$ cat config.mk
export PLATFORM = sky130hd
export DESIGN_NAME = text_to_integer_any_base_core
export DESIGN_NICKNAME = d
export VERILOG_FILES = /design/src/sv/tti_pkg.sv /design/src/sv/text_to_integer_any_base_core.sv
export SDC_FILE = /design/constraint.sdc
export NUM_CORES = 2
export LEC_CHECK = 0
export BUFFER_PORTS_ARGS = -buffer_cell sky130_fd_sc_hd__buf_2
export CORE_ASPECT_RATIO = 1.1
export CORE_MARGIN = 8
export CORE_UTILIZATION = 45
export CTS_BUF_LIST = sky130_fd_sc_hd__clkbuf_8
export DETAILED_ROUTE_END_ITERATION = 8
export PLACE_DENSITY = 0.72
export RECOVER_POWER = 25
export SLEW_MARGIN = 20
export SYNTH_ARGS = -nofsm -noshare
export SYNTH_HDL_FRONTEND = slang
export SYNTH_SLANG_ARGS = --single-unit
export TNS_END_PERCENT = 30
$ cat constraint.sdc
create_clock -name clk -period 8.6 [get_ports clk]
set_input_delay 1.29 -clock clk [delete_from_list [all_inputs] [get_ports clk]]
set_output_delay 1.29 -clock clk [all_outputs]
set_load 0.005 [all_outputs]
$ cat src/sv/tti_pkg.sv
// ----------------------------------------------------------------------------
// tti_pkg
// Shared types and constants for the text-to-integer converter.
// ----------------------------------------------------------------------------
package tti_pkg;

  localparam int MAX_BASE = 16;
  localparam int DIGIT_W  = $clog2(MAX_BASE);
  localparam int LEN_W    = 5;
  localparam int ALPHA_W  = 64;
  localparam int CHAR_W   = 8;
  localparam int VALUE_W  = 32;
  localparam int CFG_IDX_W = 2;

  // Configuration register indexes.
  localparam logic [CFG_IDX_W-1:0] CFG_BASE_LENGTH   = 2'd0;
  localparam logic [CFG_IDX_W-1:0] CFG_ALPHABET_LOW  = 2'd1;
  localparam logic [CFG_IDX_W-1:0] CFG_ALPHABET_HIGH = 2'd2;

  // Reset configuration: decimal digits "0123456789".
  localparam logic [LEN_W-1:0]   RST_BASE_LENGTH   = 5'd10;
  localparam logic [ALPHA_W-1:0] RST_ALPHABET_LOW  = 64'h3736_3534_3332_3130;
  localparam logic [ALPHA_W-1:0] RST_ALPHABET_HIGH = 64'h0000_0000_0000_3938;

  // Character codes the parser looks for.
  localparam logic [CHAR_W-1:0] CHAR_NUL      = 8'd0;
  localparam logic [CHAR_W-1:0] CHAR_CTRL_LO  = 8'd7;
  localparam logic [CHAR_W-1:0] CHAR_CTRL_HI  = 8'd13;
  localparam logic [CHAR_W-1:0] CHAR_SPACE    = 8'd32;
  localparam logic [CHAR_W-1:0] CHAR_PLUS     = 8'h2B;
  localparam logic [CHAR_W-1:0] CHAR_MINUS    = 8'h2D;
  localparam logic [CHAR_W-1:0] CHAR_HIGH_MIN = 8'd128;

  typedef enum logic [2:0] {
    PH_SPACE,
    PH_CTRL,
    PH_SIGN,
    PH_DIGIT,
    PH_STOP
  } parse_phase_t;

endpackage

$ cat src/sv/text_to_integer_any_base_core.sv
// ----------------------------------------------------------------------------
// text_to_integer_any_base_core
// Streaming string-to-integer converter with a configurable digit alphabet.
// ----------------------------------------------------------------------------
// The block takes one character per cycle and keeps taking one per cycle for
// as long as results are drained. A character passes an input register and is
// then parsed combinationally (one bank of alphabet compares and one
// multiply-add by the radix); the result for a string is loaded into the
// output register when its last character leaves the input register. The
// alphabet validity flag is recomputed from the configuration registers and
// held in its own register, so a write reaches it through both registers.
module text_to_integer_any_base_core
  import tti_pkg::*;
(
  input  logic                 clk,
  input  logic                 rst,
  // Configuration write port.
  input  logic                 cfg_we,
  input  logic [CFG_IDX_W-1:0] cfg_index,
  input  logic [ALPHA_W-1:0]   cfg_data,
  // Character stream.
  input  logic                 s_tvalid,
  output logic                 s_tready,
  input  logic [7:0]           s_tdata,   // [7:0] ch
  input  logic                 s_tlast,   // last
  // Result stream.
  output logic                 m_tvalid,
  input  logic                 m_tready,
  output logic [31:0]          m_tdata,   // [31:0] value
  output logic                 m_tuser    // [0] base_invalid
);

  // Configuration registers.
  logic [LEN_W-1:0]   base_length;
  logic [ALPHA_W-1:0] alphabet_low;
  logic [ALPHA_W-1:0] alphabet_high;
  logic               base_bad;
  logic               base_bad_next;
  logic [CHAR_W-1:0]  alpha_chars [MAX_BASE];

  // Input register.
  logic               in_valid;
  logic [CHAR_W-1:0]  in_ch;
  logic               in_last;

  // Parser state.
  parse_phase_t       phase;
  parse_phase_t       phase_next;
  logic               negative;
  logic               negative_next;
  logic [VALUE_W-1:0] accumulator;
  logic [VALUE_W-1:0] accumulator_next;

  // Per-character work.
  parse_phase_t       ph;
  logic               neg_c;
  logic [VALUE_W-1:0] acc_c;
  logic               taken;
  logic               digit_hit;
  logic [DIGIT_W-1:0] digit_val;
  logic [VALUE_W-1:0] result_value;
  logic               advance;
  logic               proc;

  always_ff @(posedge clk) begin
    if (rst) begin
      base_length   <= RST_BASE_LENGTH;
      alphabet_low  <= RST_ALPHABET_LOW;
      alphabet_high <= RST_ALPHABET_HIGH;
    end else if (cfg_we) begin
      unique case (cfg_index)
        CFG_BASE_LENGTH:   base_length   <= cfg_data[LEN_W-1:0];
        CFG_ALPHABET_LOW:  alphabet_low  <= cfg_data;
        CFG_ALPHABET_HIGH: alphabet_high <= cfg_data;
        default: ;
      endcase
    end
  end

  always_comb begin
    for (int k = 0; k < MAX_BASE; k++) begin
      if (k < 8) begin
        alpha_chars[k] = alphabet_low[k*CHAR_W +: CHAR_W];
      end else begin
        alpha_chars[k] = alphabet_high[(k-8)*CHAR_W +: CHAR_W];
      end
    end
  end

  // Validity check: base length range, then bad characters and duplicates in the used part of the alphabet.
  always_comb begin
    base_bad_next = (base_length < LEN_W'(2)) || (base_length > LEN_W'(MAX_BASE));
    for (int i = 0; i < MAX_BASE; i++) begin
      if (i < int'(base_length)) begin
        if (alpha_chars[i] == CHAR_PLUS || alpha_chars[i] == CHAR_MINUS ||
            alpha_chars[i] <= CHAR_SPACE || alpha_chars[i] >= CHAR_HIGH_MIN) begin
          base_bad_next = 1'b1;
        end
        for (int j = i + 1; j < MAX_BASE; j++) begin
          if (j < int'(base_length) && alpha_chars[j] == alpha_chars[i]) begin
            base_bad_next = 1'b1;
          end
        end
      end
    end
  end

  always_ff @(posedge clk) begin
    if (rst) begin
      base_bad <= 1'b0;
    end else begin
      base_bad <= base_bad_next;
    end
  end

  // Handshake and input register.
  assign advance  = !m_tvalid || m_tready;
  assign s_tready = !in_valid || advance;
  assign proc     = in_valid && advance;

  always_ff @(posedge clk) begin
    if (rst) begin
      in_valid <= 1'b0;
    end else if (s_tready) begin
      in_valid <= s_tvalid;
    end
  end

  always_ff @(posedge clk) begin
    if (s_tready && s_tvalid) begin
      in_ch   <= s_tdata;
      in_last <= s_tlast;
    end
  end

  // Digit lookup: the lowest matching alphabet position wins.
  always_comb begin
    digit_hit = 1'b0;
    digit_val = '0;
    for (int i = MAX_BASE - 1; i >= 0; i--) begin
      if (i < int'(base_length) && alpha_chars[i] == in_ch) begin
        digit_hit = 1'b1;
        digit_val = DIGIT_W'(i);
      end
    end
  end

  // One character may fall through several phases in the same cycle.
  always_comb begin
    ph    = phase;
    neg_c = negative;
    acc_c = accumulator;
    taken = 1'b0;
    if (ph == PH_SPACE) begin
      if (in_ch == CHAR_SPACE) begin
        taken = 1'b1;
      end else begin
        ph = PH_CTRL;
      end
    end
    if (!taken && ph == PH_CTRL) begin
      if (in_ch >= CHAR_CTRL_LO && in_ch <= CHAR_CTRL_HI) begin
        taken = 1'b1;
      end else begin
        ph = PH_SIGN;
      end
    end
    if (!taken && ph == PH_SIGN) begin
      priority if (in_ch == CHAR_PLUS) begin
        taken = 1'b1;
      end else if (in_ch == CHAR_MINUS) begin
        neg_c = !neg_c;
        taken = 1'b1;
      end else begin
        ph = PH_DIGIT;
      end
    end
    if (!taken && ph == PH_DIGIT) begin
      if (in_ch != CHAR_NUL && digit_hit) begin
        acc_c = accumulator * VALUE_W'(base_length) + VALUE_W'(digit_val);
      end else begin
        ph = PH_STOP;
      end
    end

    result_value = neg_c ? (VALUE_W'(0) - acc_c) : acc_c;
    if (base_bad) begin
      result_value = '0;
    end

    phase_next       = phase;
    negative_next    = negative;
    accumulator_next = accumulator;
    if (proc) begin
      if (in_last) begin
        phase_next       = PH_SPACE;
        negative_next    = 1'b0;
        accumulator_next = '0;
      end else begin
        phase_next       = ph;
        negative_next    = neg_c;
        accumulator_next = acc_c;
      end
    end
  end

  always_ff @(posedge clk) begin
    if (rst) begin
      phase       <= PH_SPACE;
      negative    <= 1'b0;
      accumulator <= '0;
    end else begin
      phase       <= phase_next;
      negative    <= negative_next;
      accumulator <= accumulator_next;
    end
  end

  // Output register.
  always_ff @(posedge clk) begin
    if (rst) begin
      m_tvalid <= 1'b0;
    end else if (advance) begin
      m_tvalid <= in_valid && in_last;
    end
  end

  always_ff @(posedge clk) begin
    if (proc && in_last) begin
      m_tdata <= result_value;
      m_tuser <= base_bad;
    end
  end

endmodule

==> metrics.md <==
| Metric | Value |
|---|---|
| Setup TNS after final layout | `0 ps` |
| CP max stage cell | `sky130_fd_sc_hd__dfxtp_2` |
| Full die area | `71,000 um2` |
| Clock Pin Slew Worst Setup and Hold Paths | `70 ps` |
| Worst hold path startpoint | `alphabet_high[13]$_SDFFE_PP1P_` |
| Peak supply drop | `110 uV` |
| Insertion delay to the later sink of the worst-skew pair | `690 ps` |
| Top post-synthesis cells by area | `sky130_fd_sc_hd__xnor2_1, sky130_fd_sc_hd__xor2_1, sky130_fd_sc_hd__dfxtp_1` |
| Initial Utilization | `0.454` |
| Leakage power | `11.8 nW` |
| Total standard cell area after synthesis | `28,200 um2` |
| Share of total power in combinational logic | `0.284` |
| Remaining design rule violation count | `0` |
| Core outline area | `62,200 um2` |
| Leading area contributor after synthesis | `sky130_fd_sc_hd__xnor2_1` |
| Setup-violating endpoint count in the final report | `0` |
| Power dissipated by switching net loads | `1.16 mW` |
| Drt first-iter violations | `4,278` |
| Area delta synth->final | `7.27%` |
| MaxCap Viol Count | `4` |
| Part of the power in registers | `0.357` |
| Yosys warns | `0` |
| Most frequent cell after synthesis | `sky130_fd_sc_hd__xnor2_1` |
| Finished Layout Cells | `4,410` |
| GRT Resource Usage Total | `0.334` |
| Number of nets in the synthesized netlist | `3,844` |
| Number of cells produced by synthesis | `3,615` |
| Num rows | `96` |
| Worst Path Required | `9010 ps` |
| Max Clock Skew | `88.4 ps` |
| Number of enable flip-flop cells after synthesis | `42` |
| Reg-to-reg slack, setup | `990 ps` |
| Unrepaired setup endpoints after global routing | `false` |
| Share of cells above drive strength 1 | `0.107` |
| Clk sinks | `214` |
| Post-DP HPWL | `82.1 mm` |
| Final Hold Viols | `0` |
| Routability Congestion | `1.19` |
| Synth cell count leaders | `sky130_fd_sc_hd__xnor2_1, sky130_fd_sc_hd__xor2_1, sky130_fd_sc_hd__nand2_1` |
| Vias per std cell | `6.38` |
| Min-Delay Path Class | `flop to flop` |
| Failing checks | `capacitance limit, slew limit` |
| Total power divided by cell area | `104 nW/um2` |
| Largest buffer count on any clock path | `3` |
| Routed wirelength normalized by instance count | `27.7 um` |
| Hold path cells | `2` |
| Delay contributed by the slowest stage of the critical path | `730 ps` |
| Switching Fraction | `0.366` |
| Pins Over Slew Limit | `278` |
| Number of ports placed on the die boundary | `115` |
| Period minus WS final | `7610 ps` |
| Total via count after detailed routing | `28,157` |
| Largest net degree at the start of global routing | `83` |
| Global-route wire length before repair | `179 mm` |
| Buffer count from post-CTS setup fixing | `0` |
| Count of unique library cells instantiated by Yosys | `95` |
| Ordered list of cells on the worst path | `or2_1 > nor2_1 > nor4_1 > nor4_2 > o211a_1 > fa_1 > ha_1 > inv_1 > fa_1 > inv_1 > ha_1 > a211o_1 > a211o_1 > and4_4 > or3_1 > a221oi_1 > a21boi_2 > a41oi_2 > or3_1 > o31ai_1 > mux2_1` |
| Share of synthesized registers carrying an async set or reset | `0` |
| Total wirelength of the detailed-routed design | `122 mm` |
| End of the worst register-to-register path | `m_tdata[28]$_SDFFCE_PP0P_` |
| Seq cells post-synth | `214` |
| Root buf cell | `sky130_fd_sc_hd__clkbuf_8` |
| Arrival time worst endpoint | `8010 ps` |
| Status | `finished with violations` |
| Kind of critical path | `flop to flop` |
| Number of placed cells counting well taps | `4,334` |
| Area fraction of the dominant cell type after synthesis | `0.197` |
| Seq/Total Area, Yosys | `0.167` |
| Number of buffers added by the clock tree synthesis step | `41` |
| Via count of the first global-routing pass | `26,373` |
| Category of the worst setup path capture point | `flop` |
| Port Buffers | `114` |
| TritonCTS clock tree | `yes` |
| Post-CTS sizing | `0` |
| Width of the chip | `255 um` |
| Capture endpoint of the worst hold path | `alphabet_high[13]$_SDFFE_PP1P_` |
| Worst slew margin relative to its limit | `-1.41` |
| Mean post-synth cell area | `7.81 um2` |
| Crit Reg-Reg Startpoint | `base_length[4]$_SDFFE_PP0P_` |
| Clock share of power | `0.359` |
| Worst Tran Pin Value | `3610 ps` |
| GR Overflow Total | `0` |
| First-pass DRT Iterations | `7` |
| Crit start category | `flop` |
| Int Pwr | `2.00 mW` |
| Antenna violation net count after detailed routing | `0` |
| Number of H-tree levels | `2` |
| Antenna violations before repair | `6` |
| DIE HEIGHT | `279 um` |
| Critical path peak fanout | `24` |
| Fraction of the cycle the final worst path needs | `0.884` |
| Total of hold buffers inserted after clock tree synthesis | `0` |
| Peak Freq | `131 MHz` |
| Main flop type after synthesis | `sky130_fd_sc_hd__dfxtp_1` |
| Cell depth of the worst flop-to-flop path | `21` |
| Net count, final | `3,773` |
-- layout by cell type, fill, tap and decap left out, types with 16 or more instances in the layout --
cell type	synthesis	layout
sky130_fd_sc_hd__clkbuf_8	0	50
sky130_fd_sc_hd__nand3_1	47	47
sky130_fd_sc_hd__xnor2_1	635	635
sky130_fd_sc_hd__o21ai_0	44	44
sky130_fd_sc_hd__nor2_1	145	143
sky130_fd_sc_hd__nand3b_1	39	39
sky130_fd_sc_hd__nor3_1	83	83
sky130_fd_sc_hd__nor4_1	145	145
sky130_fd_sc_hd__a21oi_1	176	176
sky130_fd_sc_hd__xor2_1	489	489
sky130_fd_sc_hd__o21a_1	21	21
sky130_fd_sc_hd__ha_1	63	63
sky130_fd_sc_hd__nand2_1	391	391
sky130_fd_sc_hd__or3_1	16	16
sky130_fd_sc_hd__edfxtp_1	42	42
sky130_fd_sc_hd__a31oi_1	38	38
sky130_fd_sc_hd__buf_4	14	158
sky130_fd_sc_hd__mux2i_1	21	21
sky130_fd_sc_hd__dfxtp_1	172	169
sky130_fd_sc_hd__buf_2	87	108
sky130_fd_sc_hd__nand4_1	152	152
sky130_fd_sc_hd__fa_1	86	86
sky130_fd_sc_hd__inv_1	112	118
sky130_fd_sc_hd__and2_1	71	70
-- routing by layer --
metal  track usage  vias up  wire, um
met4         0.252        2     12000
li1              -    11940         -
met2         0.466     2106     48000
met5             0        -        10
met1         0.397    13356     43300
met3         0.151      753     18800
-- logic make-up (layout without fill, tap and decap cells) --
family	Yosys count	in the layout	share of synthesized area
AOI/OAI and AO/OA	436	436	0.101
xor gates and xnor gates	1124	1124	0.349
adders and majority gates	150	150	0.0893
buffers and inverters	503	460	0.0742
DFF	214	214	0.167
muxes	28	28	0.0104
other	0	5	0
and+or+nand+nor	1160	1160	0.210
-- power groups by stage --
stage	clock, mW	sequential (mW)	combinational, mW
after global placement	0	1.14	0.839
after global routing	1.20	1.13	0.934
final	1.14	1.13	0.898
after detailed placement	0	1.14	0.852
after CTS	1.15	1.12	0.855
after floorplan	0	1.08	0.635
-- final cells by class --
cell class / instances / area, um2
Fill cell: 6170 / 31900
Multi-Input combinational cell: 2898 / 21400
Sequential cell: 214 / 4710
Timing Repair Buffer: 277 / 1770
Tap cell: 833 / 1040
Clock buffer: 50 / 688
Inverter: 112 / 420
Clock inverter: 21 / 194
Antenna cell: 5 / 12.5
-- stage by stage --
| step | hold slack [ps] | utilization | worst slack (ps) | instance area, um2 | power [mW] |
|---|---|---|---|---|---|
| after CTS | 480 | 0.487 | 1050 | 30300 | 3.12 |
| after detailed placement | 466 | 0.473 | 1070 | 29400 | 1.99 |
| after floorplan | 406 | - | 2140 | 28200 | 1.72 |
| after global routing | 525 | 0.487 | 579 | 30300 | 3.26 |
| final | 481 | 0.487 | 994 | 30300 | 3.16 |
| after global placement | 457 | 0.473 | 1200 | 29400 | 1.98 |
-- registers in the layout, summed over array words and instances, names as in the netlist, 3 cells and up --
name and cells:
m_tdata 32, alphabet_high 64, alphabet_low 64, base_length 5, phase 3, in_ch 8, accumulator 32
-- worst max-delay path by stage --
stage,from,to,slack (ps),cells after the start
after floorplan,alphabet_low[54]$_SDFFE_PP0P_,m_tdata[28]$_SDFFCE_PP0P_,2140,22
after global placement,in_ch[3]$_DFFE_PP_,m_tdata[28]$_SDFFCE_PP0P_,1200,23
after detailed placement,in_ch[3]$_DFFE_PP_,m_tdata[28]$_SDFFCE_PP0P_,1070,23
after CTS,in_ch[3]$_DFFE_PP_,m_tdata[28]$_SDFFCE_PP0P_,1050,23
after global routing,base_length[4]$_SDFFE_PP0P_,m_tdata[28]$_SDFFCE_PP0P_,580,21
final,base_length[4]$_SDFFE_PP0P_,m_tdata[28]$_SDFFCE_PP0P_,990,21
-- worst max-delay path: cells and delay by family (launching register included) --
kind / cells / cell delay (ps)
and+or+nand+nor: 7 / 2500
muxes: 1 / 360
AOI/OAI and AO/OA: 7 / 2050
DFF: 1 / 730
adders and majority gates: 4 / 1590
buffers and inverters: 2 / 120
Power figures use the tool's default switching activity.
